[src/bsls_pkg.sv]
`timescale 1ns / 1ps
// ----------------------------------------------------------------------------
// Brush stamp line stepper package
// Shared constants, register indexes and control bundles of the stepper.
// ----------------------------------------------------------------------------
package bsls_pkg;

  localparam int MAX_STAMPS_DEF  = 64;
  localparam int COORD_WIDTH_DEF = 16;

  // Width of the draw_step register.
  localparam int STEP_W = 12;

  // Configuration port geometry.
  localparam int CFG_IDX_W  = 4;
  localparam int CFG_DATA_W = 12;

  localparam logic [CFG_IDX_W-1:0] CFG_DRAW_STEP   = 4'd0;
  localparam logic [CFG_IDX_W-1:0] CFG_AUTO_ROTATE = 4'd1;

  localparam logic [STEP_W-1:0] DRAW_STEP_RST = 12'd16;

  // Operating modes of the shared compare-subtract unit.
  localparam logic CSU_SQRT = 1'b0;
  localparam logic CSU_DIV  = 1'b1;

  typedef struct packed {
    logic start;
    logic mode;
  } csu_ctl_t;

  typedef struct packed {
    logic load;
    logic zero;
    logic adv;
  } axis_ctl_t;

endpackage

[src/bsls_if.sv]
`timescale 1ns / 1ps
// ----------------------------------------------------------------------------
// Brush stamp line stepper channels
// Valid/ready channels for segments, stamps and register writes.
// ----------------------------------------------------------------------------
interface bsls_in_if
  import bsls_pkg::*;
#(
  parameter int COORD_WIDTH = COORD_WIDTH_DEF
) ();
  logic                          valid;
  logic                          ready;
  logic signed [COORD_WIDTH-1:0] from_x;
  logic signed [COORD_WIDTH-1:0] from_y;
  logic signed [COORD_WIDTH-1:0] to_x;
  logic signed [COORD_WIDTH-1:0] to_y;
  logic                          new_stroke;

  modport source (output valid, from_x, from_y, to_x, to_y, new_stroke, input ready);
  modport sink   (input valid, from_x, from_y, to_x, to_y, new_stroke, output ready);
endinterface

interface bsls_out_if
  import bsls_pkg::*;
#(
  parameter int COORD_WIDTH = COORD_WIDTH_DEF
) ();
  logic                          valid;
  logic                          ready;
  logic signed [COORD_WIDTH-1:0] stamp_x;
  logic signed [COORD_WIDTH-1:0] stamp_y;
  logic                          last_stamp;
  logic                          truncated;

  modport source (output valid, stamp_x, stamp_y, last_stamp, truncated, input ready);
  modport sink   (input valid, stamp_x, stamp_y, last_stamp, truncated, output ready);
endinterface

interface bsls_cfg_if
  import bsls_pkg::*;
();
  logic                  valid;
  logic                  ready;
  logic [CFG_IDX_W-1:0]  index;
  logic [CFG_DATA_W-1:0] data;

  modport source (output valid, index, data, input ready);
  modport sink   (input valid, index, data, output ready);
endinterface

[src/bsls_csu.sv]
`timescale 1ns / 1ps
// ----------------------------------------------------------------------------
// Shared compare-subtract unit
// Restoring square root (two bits a cycle) or division (one bit a cycle).
// ----------------------------------------------------------------------------
module bsls_csu
  import bsls_pkg::*;
#(
  parameter int NUM_W = 34,
  parameter int REM_W = 19
) (
  input  logic             clk,
  input  logic             rst_n,
  input  csu_ctl_t         ctl,
  input  logic [NUM_W-1:0] num,
  input  logic [REM_W-1:0] dvs,
  output logic             done,
  output logic [NUM_W-1:0] quot,
  output logic [REM_W-1:0] rem
);

  localparam int CNT_W = $clog2(NUM_W + 1);

  logic             busy_r, busy_nxt;
  logic             done_r, done_nxt;
  logic             mode_r;
  logic [CNT_W-1:0] cnt_r;
  logic [NUM_W-1:0] num_r;
  logic [NUM_W-1:0] quot_r;
  logic [REM_W-1:0] rem_r;
  logic [REM_W-1:0] dvs_r;

  logic [REM_W-1:0] rem_sh;
  logic [REM_W-1:0] trial;
  logic             ge;

  // The root mode shifts in two radicand bits and tries 4q+1; the divide mode
  // shifts in one numerator bit and tries the divisor.
  always_comb begin
    if (mode_r == CSU_SQRT) begin
      rem_sh = {rem_r[REM_W-3:0], num_r[NUM_W-1:NUM_W-2]};
      trial  = {quot_r[REM_W-3:0], 2'b01};
    end else begin
      rem_sh = {rem_r[REM_W-2:0], num_r[NUM_W-1]};
      trial  = dvs_r;
    end
    ge = (rem_sh >= trial);
  end

  always_comb begin
    busy_nxt = busy_r;
    done_nxt = 1'b0;
    if (ctl.start) begin
      busy_nxt = 1'b1;
    end else if (busy_r && (cnt_r == CNT_W'(1))) begin
      busy_nxt = 1'b0;
      done_nxt = 1'b1;
    end
  end

  always_ff @(posedge clk) begin
    if (!rst_n) begin
      busy_r <= 1'b0;
      done_r <= 1'b0;
    end else begin
      busy_r <= busy_nxt;
      done_r <= done_nxt;
    end
  end

  always_ff @(posedge clk) begin
    if (ctl.start) begin
      mode_r <= ctl.mode;
      num_r  <= num;
      dvs_r  <= dvs;
      quot_r <= '0;
      rem_r  <= '0;
      cnt_r  <= (ctl.mode == CSU_SQRT) ? CNT_W'(NUM_W / 2) : CNT_W'(NUM_W);
    end else if (busy_r) begin
      rem_r  <= ge ? (rem_sh - trial) : rem_sh;
      quot_r <= {quot_r[NUM_W-2:0], ge};
      cnt_r  <= cnt_r - CNT_W'(1);
      if (mode_r == CSU_SQRT) begin
        num_r <= {num_r[NUM_W-3:0], 2'b00};
      end else begin
        num_r <= {num_r[NUM_W-2:0], 1'b0};
      end
    end
  end

  assign done = done_r;
  assign quot = quot_r;
  assign rem  = rem_r;

endmodule

[src/bsls_axis.sv]
`timescale 1ns / 1ps
// ----------------------------------------------------------------------------
// Stamp axis accumulator
// Tracks floor(|d|*i/seg_len) as quotient and remainder while i advances by
// step.
// ----------------------------------------------------------------------------
module bsls_axis
  import bsls_pkg::*;
#(
  parameter int COORD_WIDTH = COORD_WIDTH_DEF
) (
  input  logic                          clk,
  input  axis_ctl_t                     ctl,
  input  logic signed [COORD_WIDTH-1:0] base,
  input  logic                          neg,
  input  logic [COORD_WIDTH:0]          qstep,
  input  logic [COORD_WIDTH:0]          rstep,
  input  logic [COORD_WIDTH:0]          seg_len,
  output logic signed [COORD_WIDTH-1:0] stamp
);

  localparam int CW = COORD_WIDTH;

  logic [CW:0]   q_r;
  logic [CW:0]   r_r;
  logic [CW+1:0] r_sum;
  logic          wrap;

  // Both remainders stay below seg_len, so one conditional subtract normalizes.
  always_comb begin
    r_sum = {1'b0, r_r} + {1'b0, rstep};
    wrap  = (r_sum >= {1'b0, seg_len});
  end

  always_ff @(posedge clk) begin
    if (ctl.load) begin
      q_r <= ctl.zero ? '0 : qstep;
      r_r <= ctl.zero ? '0 : rstep;
    end else if (ctl.adv) begin
      q_r <= q_r + qstep + (CW+1)'(wrap);
      r_r <= wrap ? (CW+1)'(r_sum - {1'b0, seg_len}) : r_sum[CW:0];
    end
  end

  assign stamp = neg ? (base - $signed(q_r[CW-1:0])) : (base + $signed(q_r[CW-1:0]));

endmodule

[src/brush_stamp_line_stepper_core.sv]
`timescale 1ns / 1ps
// ----------------------------------------------------------------------------
// Brush stamp line stepper core
// Turns stroke segments into evenly spaced brush stamp positions.
// ----------------------------------------------------------------------------
//
//   Port      | Dir | Carries
//   ----------+-----+------------------------------------------------------
//   in_chan   | in  | one segment: from/to point and the new-stroke flag
//   out_chan  | out | one stamp: position, last-of-segment and truncated
//   cfg_chan  | in  | register write: 0 = draw_step, 1 = auto_rotate
//
// A segment first passes through the single compare-subtract unit, which
// computes the distance root and then one divide per axis, one result bit
// per cycle; its stamps then follow one at a time, each only after the sink
// has taken the one before. A stalled sink simply holds the sequencer in
// its wait state. Reset, synchronous and active low, restores draw_step 16,
// auto_rotate 0 and a last stamp point of zero; no clearing pass is needed.
//
module brush_stamp_line_stepper_core
  import bsls_pkg::*;
#(
  parameter int MAX_STAMPS  = MAX_STAMPS_DEF,
  parameter int COORD_WIDTH = COORD_WIDTH_DEF
) (
  input  logic        clk,
  input  logic        rst_n,
  bsls_in_if.sink     in_chan,
  bsls_out_if.source  out_chan,
  bsls_cfg_if.sink    cfg_chan
);

  localparam int CW    = COORD_WIDTH;
  localparam int DW    = CW + 1;
  localparam int MW    = (CW + 1 > STEP_W) ? CW + 1 : STEP_W;
  localparam int SQ_W  = 2 * CW + 2;
  localparam int DV_W  = CW + 1 + STEP_W;
  localparam int RAW_W = (SQ_W > DV_W) ? SQ_W : DV_W;
  localparam int NUM_W = RAW_W + (RAW_W % 2);
  localparam int REM_W = NUM_W / 2 + 2;
  localparam int IW    = MW + 1;
  localparam int NW    = $clog2(MAX_STAMPS + 1);

  // Sequencer states.
  localparam logic [3:0] S_IDLE  = 4'd0;
  localparam logic [3:0] S_DIFF  = 4'd1;
  localparam logic [3:0] S_SQX   = 4'd2;
  localparam logic [3:0] S_SQY   = 4'd3;
  localparam logic [3:0] S_RGO   = 4'd4;
  localparam logic [3:0] S_ROOT  = 4'd5;
  localparam logic [3:0] S_CHK   = 4'd6;
  localparam logic [3:0] S_DIVX  = 4'd7;
  localparam logic [3:0] S_DIVXW = 4'd8;
  localparam logic [3:0] S_DIVY  = 4'd9;
  localparam logic [3:0] S_DIVYW = 4'd10;
  localparam logic [3:0] S_INIT  = 4'd11;
  localparam logic [3:0] S_EMIT  = 4'd12;
  localparam logic [3:0] S_WAIT  = 4'd13;

  logic [3:0] state_r, state_nxt;

  // Configuration registers.
  logic [STEP_W-1:0] draw_step_r;
  logic              auto_rot_r;

  // Segment working registers.
  logic signed [CW-1:0] last_x_r, last_y_r;
  logic signed [CW-1:0] base_x_r, base_y_r;
  logic signed [CW-1:0] to_x_r, to_y_r;
  logic                 fresh_r;
  logic [STEP_W-1:0]    step_r;
  logic [DW-1:0]        ad_x_r, ad_y_r;
  logic                 neg_x_r, neg_y_r;
  logic [SQ_W-1:0]      sq_r;
  logic [NUM_W-1:0]     sum_r;
  logic [DW-1:0]        dist_r;
  logic [DW-1:0]        qx_r, rx_r, qy_r, ry_r;
  logic [IW-1:0]        i_r;
  logic [NW-1:0]        n_r;

  // Output register.
  logic                 out_valid_r;
  logic signed [CW-1:0] out_x_r, out_y_r;
  logic                 out_last_r, out_trunc_r;

  logic in_xfer, out_xfer, cfg_xfer;

  assign in_xfer  = in_chan.valid && in_chan.ready;
  assign out_xfer = out_valid_r && out_chan.ready;
  assign cfg_xfer = cfg_chan.valid && cfg_chan.ready;

  assign in_chan.ready  = (state_r == S_IDLE);
  assign cfg_chan.ready = 1'b1;

  assign out_chan.valid      = out_valid_r;
  assign out_chan.stamp_x    = out_x_r;
  assign out_chan.stamp_y    = out_y_r;
  assign out_chan.last_stamp = out_last_r;
  assign out_chan.truncated  = out_trunc_r;

  // A draw_step of zero behaves as one.
  logic [STEP_W-1:0] step_eff;
  assign step_eff = (draw_step_r == '0) ? STEP_W'(1) : draw_step_r;

  // Signed difference to the base point; its magnitude fits in CW bits, the
  // extra bit keeps the sign.
  logic signed [CW:0] dx, dy;
  assign dx = {to_x_r[CW-1], to_x_r} - {base_x_r[CW-1], base_x_r};
  assign dy = {to_y_r[CW-1], to_y_r} - {base_y_r[CW-1], base_y_r};

  // The one multiplier serves both squares and both divide numerators.
  logic [MW-1:0]   mul_a, mul_b;
  logic [2*MW-1:0] prod;

  always_comb begin
    mul_a = '0;
    mul_b = '0;
    case (state_r)
      S_SQX: begin
        mul_a = MW'(ad_x_r);
        mul_b = MW'(ad_x_r);
      end
      S_SQY: begin
        mul_a = MW'(ad_y_r);
        mul_b = MW'(ad_y_r);
      end
      S_DIVX: begin
        mul_a = MW'(ad_x_r);
        mul_b = MW'(step_r);
      end
      S_DIVY: begin
        mul_a = MW'(ad_y_r);
        mul_b = MW'(step_r);
      end
      default: begin
        mul_a = '0;
        mul_b = '0;
      end
    endcase
  end

  assign prod = mul_a * mul_b;

  // Shared root / divide unit.
  csu_ctl_t         csu_ctl;
  logic [NUM_W-1:0] csu_num;
  logic             csu_done;
  logic [NUM_W-1:0] csu_quot;
  logic [REM_W-1:0] csu_rem;

  always_comb begin
    csu_ctl.start = (state_r == S_RGO) || (state_r == S_DIVX) || (state_r == S_DIVY);
    csu_ctl.mode  = (state_r == S_RGO) ? CSU_SQRT : CSU_DIV;
    csu_num       = (state_r == S_RGO) ? sum_r : NUM_W'(prod);
  end

  bsls_csu #(
    .NUM_W (NUM_W),
    .REM_W (REM_W)
  ) u_csu (
    .clk   (clk),
    .rst_n (rst_n),
    .ctl   (csu_ctl),
    .num   (csu_num),
    .dvs   (REM_W'(dist_r)),
    .done  (csu_done),
    .quot  (csu_quot),
    .rem   (csu_rem)
  );

  // Per-axis stamp accumulators.
  axis_ctl_t            axis_ctl;
  logic signed [CW-1:0] stamp_x, stamp_y;

  always_comb begin
    axis_ctl.load = (state_r == S_INIT);
    axis_ctl.zero = fresh_r && !auto_rot_r;
    axis_ctl.adv  = (state_r == S_EMIT);
  end

  bsls_axis #(
    .COORD_WIDTH (CW)
  ) u_axis_x (
    .clk     (clk),
    .ctl     (axis_ctl),
    .base    (base_x_r),
    .neg     (neg_x_r),
    .qstep   (qx_r),
    .rstep   (rx_r),
    .seg_len (dist_r),
    .stamp   (stamp_x)
  );

  bsls_axis #(
    .COORD_WIDTH (CW)
  ) u_axis_y (
    .clk     (clk),
    .ctl     (axis_ctl),
    .base    (base_y_r),
    .neg     (neg_y_r),
    .qstep   (qy_r),
    .rstep   (ry_r),
    .seg_len (dist_r),
    .stamp   (stamp_y)
  );

  // Step bookkeeping for the stamp loop. The segment ends when the next
  // offset passes the segment length or when the stamp budget is spent.
  logic [IW-1:0] i_nxt;
  logic          past_end;
  logic          at_limit;
  logic          short_seg;

  assign i_nxt     = i_r + IW'(step_r);
  assign past_end  = (i_nxt > IW'(dist_r));
  assign at_limit  = (n_r == NW'(MAX_STAMPS - 1));
  assign short_seg = (MW'(dist_r) < MW'(step_r));

  always_comb begin
    state_nxt = state_r;
    case (state_r)
      S_IDLE:  if (in_xfer) state_nxt = S_DIFF;
      S_DIFF:  state_nxt = S_SQX;
      S_SQX:   state_nxt = S_SQY;
      S_SQY:   state_nxt = S_RGO;
      S_RGO:   state_nxt = S_ROOT;
      S_ROOT:  if (csu_done) state_nxt = S_CHK;
      S_CHK: begin
        if (!short_seg) begin
          state_nxt = S_DIVX;
        end else if (fresh_r && !auto_rot_r) begin
          state_nxt = S_WAIT;
        end else begin
          state_nxt = S_IDLE;
        end
      end
      S_DIVX:  state_nxt = S_DIVXW;
      S_DIVXW: if (csu_done) state_nxt = S_DIVY;
      S_DIVY:  state_nxt = S_DIVYW;
      S_DIVYW: if (csu_done) state_nxt = S_INIT;
      S_INIT:  state_nxt = S_EMIT;
      S_EMIT:  state_nxt = S_WAIT;
      S_WAIT: begin
        if (out_xfer) begin
          state_nxt = out_last_r ? S_IDLE : S_EMIT;
        end
      end
      default: state_nxt = S_IDLE;
    endcase
  end

  // Control state, configuration, the stored last stamp point and the output valid.
  always_ff @(posedge clk) begin
    if (!rst_n) begin
      state_r     <= S_IDLE;
      draw_step_r <= DRAW_STEP_RST;
      auto_rot_r  <= 1'b0;
      last_x_r    <= '0;
      last_y_r    <= '0;
      out_valid_r <= 1'b0;
    end else begin
      state_r <= state_nxt;

      if (cfg_xfer) begin
        case (cfg_chan.index)
          CFG_DRAW_STEP:   draw_step_r <= cfg_chan.data[STEP_W-1:0];
          CFG_AUTO_ROTATE: auto_rot_r  <= cfg_chan.data[0];
          default:         ;
        endcase
      end

      // A new stroke restarts from its from point, a short new stroke moves on to
      // its to point, and every emitted stamp becomes the new base of the stroke.
      if (in_xfer && in_chan.new_stroke) begin
        last_x_r <= in_chan.from_x;
        last_y_r <= in_chan.from_y;
      end else if (state_r == S_CHK && short_seg && fresh_r) begin
        last_x_r <= to_x_r;
        last_y_r <= to_y_r;
      end else if (state_r == S_EMIT) begin
        last_x_r <= stamp_x;
        last_y_r <= stamp_y;
      end

      if ((state_r == S_CHK && short_seg && fresh_r && !auto_rot_r) ||
          (state_r == S_EMIT)) begin
        out_valid_r <= 1'b1;
      end else if (out_xfer) begin
        out_valid_r <= 1'b0;
      end
    end
  end

  // Datapath registers.
  always_ff @(posedge clk) begin
    if (in_xfer) begin
      base_x_r <= in_chan.new_stroke ? in_chan.from_x : last_x_r;
      base_y_r <= in_chan.new_stroke ? in_chan.from_y : last_y_r;
      to_x_r   <= in_chan.to_x;
      to_y_r   <= in_chan.to_y;
      fresh_r  <= in_chan.new_stroke;
      step_r   <= step_eff;
    end

    if (state_r == S_DIFF) begin
      ad_x_r  <= dx[CW] ? DW'(-dx) : DW'(dx);
      ad_y_r  <= dy[CW] ? DW'(-dy) : DW'(dy);
      neg_x_r <= dx[CW];
      neg_y_r <= dy[CW];
    end

    if (state_r == S_SQX) begin
      sq_r <= SQ_W'(prod);
    end

    if (state_r == S_SQY) begin
      sum_r <= NUM_W'(sq_r) + NUM_W'(prod);
    end

    if (state_r == S_ROOT && csu_done) begin
      dist_r <= csu_quot[DW-1:0];
    end

    if (state_r == S_DIVXW && csu_done) begin
      qx_r <= csu_quot[DW-1:0];
      rx_r <= csu_rem[DW-1:0];
    end

    if (state_r == S_DIVYW && csu_done) begin
      qy_r <= csu_quot[DW-1:0];
      ry_r <= csu_rem[DW-1:0];
    end

    if (state_r == S_INIT) begin
      i_r <= (fresh_r && !auto_rot_r) ? '0 : IW'(step_r);
      n_r <= '0;
    end else if (state_r == S_EMIT) begin
      i_r <= i_nxt;
      n_r <= n_r + NW'(1);
    end

    // Without auto-rotate, a short new stroke stamps its to point alone.
    if (state_r == S_CHK) begin
      out_x_r     <= to_x_r;
      out_y_r     <= to_y_r;
      out_last_r  <= 1'b1;
      out_trunc_r <= 1'b0;
    end else if (state_r == S_EMIT) begin
      out_x_r     <= stamp_x;
      out_y_r     <= stamp_y;
      out_last_r  <= past_end || at_limit;
      out_trunc_r <= at_limit && !past_end;
    end
  end

endmodule

[src/flat_wrapper.sv]
// flat-port wrapper written by rule: the top's interface ports become plain ports
module brush_stamp_line_stepper_core_flat import bsls_pkg::*;
#(
  parameter int MAX_STAMPS  = MAX_STAMPS_DEF,
  parameter int COORD_WIDTH = COORD_WIDTH_DEF
)
  (clk, rst_n, in_chan_valid, in_chan_from_x, in_chan_from_y, in_chan_to_x, in_chan_to_y, in_chan_new_stroke, in_chan_ready, out_chan_valid, out_chan_stamp_x, out_chan_stamp_y, out_chan_last_stamp, out_chan_truncated, out_chan_ready, cfg_chan_valid, cfg_chan_index, cfg_chan_data, cfg_chan_ready);
  bsls_in_if #(.COORD_WIDTH(COORD_WIDTH)) in_chan_i ();
  bsls_out_if #(.COORD_WIDTH(COORD_WIDTH)) out_chan_i ();
  bsls_cfg_if cfg_chan_i ();
  input  logic clk;
  input  logic rst_n;
  input wire logic [$bits(in_chan_i.valid)-1:0] in_chan_valid;
  input wire logic [$bits(in_chan_i.from_x)-1:0] in_chan_from_x;
  input wire logic [$bits(in_chan_i.from_y)-1:0] in_chan_from_y;
  input wire logic [$bits(in_chan_i.to_x)-1:0] in_chan_to_x;
  input wire logic [$bits(in_chan_i.to_y)-1:0] in_chan_to_y;
  input wire logic [$bits(in_chan_i.new_stroke)-1:0] in_chan_new_stroke;
  output wire logic [$bits(in_chan_i.ready)-1:0] in_chan_ready;
  output wire logic [$bits(out_chan_i.valid)-1:0] out_chan_valid;
  output wire logic [$bits(out_chan_i.stamp_x)-1:0] out_chan_stamp_x;
  output wire logic [$bits(out_chan_i.stamp_y)-1:0] out_chan_stamp_y;
  output wire logic [$bits(out_chan_i.last_stamp)-1:0] out_chan_last_stamp;
  output wire logic [$bits(out_chan_i.truncated)-1:0] out_chan_truncated;
  input wire logic [$bits(out_chan_i.ready)-1:0] out_chan_ready;
  input wire logic [$bits(cfg_chan_i.valid)-1:0] cfg_chan_valid;
  input wire logic [$bits(cfg_chan_i.index)-1:0] cfg_chan_index;
  input wire logic [$bits(cfg_chan_i.data)-1:0] cfg_chan_data;
  output wire logic [$bits(cfg_chan_i.ready)-1:0] cfg_chan_ready;
  assign in_chan_i.valid = in_chan_valid;
  assign in_chan_i.from_x = in_chan_from_x;
  assign in_chan_i.from_y = in_chan_from_y;
  assign in_chan_i.to_x = in_chan_to_x;
  assign in_chan_i.to_y = in_chan_to_y;
  assign in_chan_i.new_stroke = in_chan_new_stroke;
  assign in_chan_ready = in_chan_i.ready;
  assign out_chan_valid = out_chan_i.valid;
  assign out_chan_stamp_x = out_chan_i.stamp_x;
  assign out_chan_stamp_y = out_chan_i.stamp_y;
  assign out_chan_last_stamp = out_chan_i.last_stamp;
  assign out_chan_truncated = out_chan_i.truncated;
  assign out_chan_i.ready = out_chan_ready;
  assign cfg_chan_i.valid = cfg_chan_valid;
  assign cfg_chan_i.index = cfg_chan_index;
  assign cfg_chan_i.data = cfg_chan_data;
  assign cfg_chan_ready = cfg_chan_i.ready;
  brush_stamp_line_stepper_core #(.MAX_STAMPS(MAX_STAMPS), .COORD_WIDTH(COORD_WIDTH)) u_core (.clk(clk), .rst_n(rst_n), .in_chan(in_chan_i), .out_chan(out_chan_i), .cfg_chan(cfg_chan_i));
endmodule
[config.mk]
export PLATFORM = sky130hd
export DESIGN_NAME = brush_stamp_line_stepper_core_flat
export DESIGN_NICKNAME = d
export VERILOG_FILES = /design/src/bsls_pkg.sv /design/src/bsls_if.sv /design/src/bsls_csu.sv /design/src/bsls_axis.sv /design/src/brush_stamp_line_stepper_core.sv /design/src/flat_wrapper.sv
export SDC_FILE = /design/constraint.sdc
export NUM_CORES = 2
export LEC_CHECK = 0
export BUFFER_PORTS_ARGS = -buffer_cell sky130_fd_sc_hd__buf_2
export CAP_MARGIN = 5
export CORE_MARGIN = 4
export CORE_UTILIZATION = 40
export DETAILED_ROUTE_END_ITERATION = 10
export HOLD_SLACK_MARGIN = 0.06
export PLACE_DENSITY_LB_ADDON = 0.25
export SLEW_MARGIN = 20
export SYNTH_ARGS = -nofsm -noshare
export SYNTH_HDL_FRONTEND = slang
export SYNTH_HIERARCHICAL = 1
export SYNTH_SLANG_ARGS = --single-unit
[constraint.sdc]
create_clock -name clk -period 11.8 [get_ports clk]
set_clock_uncertainty 0.05 [all_clocks]
set_input_delay 1.18 -clock clk [delete_from_list [all_inputs] [get_ports clk]]
set_output_delay 1.18 -clock clk [all_outputs]
set_load 0.05 [all_outputs]
==> results.cfg <==
[outcome]
status = finished clean

[finish]
n_fill_cell = 10283
multi_input_area_sq_um = 26100
drive_above_1_share_pct = 10.55
seqCellArea_sq_um = 15140
final_nets = 5156
syn2layout_area_growth_pct = 9.974
fin_util_pct = 44.55
finalInstanceArea_sq_um = 47960
diodes = 0

[pwr]
power_density_nw_per_um2 = 201.1
peakVddDrop_v = 0.0001584
power_mw = 9.643
p_leak_nw = 20.08

[timing]
setup_violations = 0
drv_slew = 0
max_slew.worst_pin.slew_ns = 1.179
fmax_mhz = 93.76
finalWorstPathRequiredPeriod_ns = 10.67
finalHoldViolations = 0
rsz0062_at_grt = false
tns_ns = 0
setup_slack_ns = 1.134
slew_headroom_pct = 21.43
fin_crit_sh_pct = 90.39

[drt]
drtPass1Iterations = 8
ant_nets = 0
drt-initial-drc-count = 2416
wl_mm = 122.4
avgRoutedWirePerCell_um = 20.65
vias = 32847
drc_errors = 0
vias_per_cell = 5.545

[clock_network]
cts_setup_buffers = 0
clkTransAtPathRegs_ns = 0.07
cts_buffers = 61
clock_sinks = 536
ctsHoldBuffers = 0
cts_max_path_buffers = 3
clk_latency_ns = 0.72
ctsResizeCount = 0
root_buffer = clkbuf_16
cts_tree = built
h-tree-depth = 2

[worst_setup_path]
start_kind = register
r2r_start = u_core/state_r[2]$_SDFFE_PN0P_
r2r_setup_slack_ns = 1.13
max_stage_delay_ns = 0.77
cp.arrival_ns = 11.01
cp_common_cell = fa_1
required_ns = 12.15
end_kind = register
critical_path_peak_fanout = 16
path_class = register to register
rr_endpoint = u_core/sum_r[33]$_DFFE_PN_
cpMaxStageDelayCell = a22oi_1
reg2reg_depth = 34

[floorplanning]
fp.dieW_um = 338.2
dieHeight_um = 338.2
ios = 123
dieArea_sq_um = 114400
num_rows = 120
coreArea_sq_um = 107700
initial_utilization_pct = 40.51

[global_routing]
grt_first_pass_wirelength_mm = 189.6
top_usage_layer = met2
grt_use_met2_pct = 35.10
grtUsageMet1_pct = 27.93
antenna_found_initial = 0
grt_usage_pct = 20.93
grt_use_met3_pct = 2.338
grt_max_degree = 76
grt_remaining_overflow = 0
grt_pass1_vias = 32756

[placement]
portBuffers = 121
gp_congestion = 0.9098
post-place-ws_ns = 1.309
placed_cell_area_sq_um = 45760
dpl.hpwl_mm = 92.38

[worst_hold_path]
min_path_cells = 0
hold-path-endpoint = u_core/step_r[8]$_SDFFCE_PN0P_
hp-class = register to register
hp-start = u_core/draw_step_r[8]$_SDFFE_PN0P_

[synth]
syn_inst = 4391
syn_area_sq_um = 43610
post_synth.cell_area_avg_sq_um = 9.931
yosys_warnings = 6

[run]
cap_violations = 0
-- cells in the final DEF, fill, tap and decap left out, types with 30 or more instances in the layout --
| cell type | count |
|---|---|
| nand2b_1 | 42 |
| or3_1 | 34 |
| xor2_1 | 80 |
| edfxtp_1 | 440 |
| nand3_1 | 55 |
| mux2i_1 | 109 |
| a21o_1 | 78 |
| buf_2 | 121 |
| o21a_1 | 50 |
| nand2_1 | 414 |
| nor2b_1 | 30 |
| nor2_1 | 341 |
| buf_4 | 38 |
| nor3_1 | 69 |
| a211oi_1 | 36 |
| o21ai_0 | 197 |
| o21bai_1 | 40 |
| a22oi_1 | 35 |
| and2_1 | 52 |
| o21ai_1 | 31 |
| dfxtp_1 | 95 |
| a21oi_1 | 183 |
| a22o_1 | 48 |
| a221o_1 | 34 |
| xnor2_1 | 187 |
| clkbuf_16 | 61 |
| fa_1 | 237 |
| o31ai_1 | 30 |
| inv_1 | 488 |
| ha_1 | 365 |
| mux2_2 | 105 |
| and3_1 | 30 |
-- flip-flops by register name (all words and copies together), names as in the netlist, 17 cells and up --
register             count
u_core/sq_r             34
u_core/sum_r            34
u_core/u_csu/num_r      34
u_core/u_csu/dvs_r      19
u_core/i_r              18
u_core/u_csu/rem        18
u_core/ad_x_r           17
u_core/ad_y_r           17
u_core/dist_r           17
u_core/rx_r             17
u_core/ry_r             17
u_core/u_axis_x/r_r     17
u_core/u_axis_y/r_r     17
u_core/u_csu/quot       17
-- report_power, final --
part           switching, mW  internal, mW
clock network          0.851          1.19
logic                   2.89          1.74
registers              0.323          2.65
-- worst max-delay path by stage --
stage,startpoint,end,slack (ns)
6_report,u_core/state_r[2]$_SDFFE_PN0P_,u_core/sum_r[33]$_DFFE_PN_,1.13
5_1_grt,u_core/state_r[2]$_SDFFE_PN0P_,u_core/sum_r[33]$_DFFE_PN_,0.40
4_1_cts,u_core/state_r[2]$_SDFFE_PN0P_,u_core/sum_r[33]$_DFFE_PN_,1.25
3_5_place_dp,u_core/state_r[2]$_SDFFE_PN0P_,u_core/sum_r[33]$_DFFE_PN_,1.31
3_3_place_gp,u_core/state_r[2]$_SDFFE_PN0P_,u_core/sum_r[33]$_DFFE_PN_,1.61
2_1_floorplan,u_core/state_r[2]$_SDFFE_PN0P_,u_core/sum_r[33]$_DFFE_PN_,1.69
-- metrics by stage --
| step | std cells | hold slack [ns] |
|---|---|---|
| 3_3_place_gp | 5807 | 0.3892 |
| 6_report | 5924 | 0.4069 |
| 5_1_grt | 5924 | 0.4199 |
| 4_1_cts | 5923 | 0.4102 |
| 2_1_floorplan | 4392 | 0.3788 |
| 3_5_place_dp | 5807 | 0.3988 |
-- critical path, delay by kind of cell, from the launching register on --
family | cells | cell delay, ns
AO/OA/AOI/OAI | 10 | 2.99
XOR/XNOR | 2 | 0.39
adder cells (fa/ha/maj) | 8 | 3.54
buffers and inverters | 6 | 0.85
flip-flops | 1 | 0.69
AND/OR/NAND/NOR | 8 | 1.82
-- layout make-up --
cell class                 instances  share of cell area, %
clock buffer                      68                  3.342
tap                             1403                  3.661
multi-input combinational       3213                  54.43
inverter                         496                  3.903
clock inverter                    48                  1.229
sequential                       536                  31.56
timing repair buffer             160                  1.873
-- metal layers --
| metal | vias up | wire, um | part of all wire [%] |
|---|---|---|---|
| met1 | 16106 | 53660 | 44 |
| met4 | 0 | 5014 | 4.1 |
| met2 | 915 | 57420 | 47 |
| met5 | - | 0 | 0 |
| li1 | 15601 | - | - |
| met3 | 225 | 6274 | 5.1 |
No activity file was read; power rests on OpenSTA's default activity.
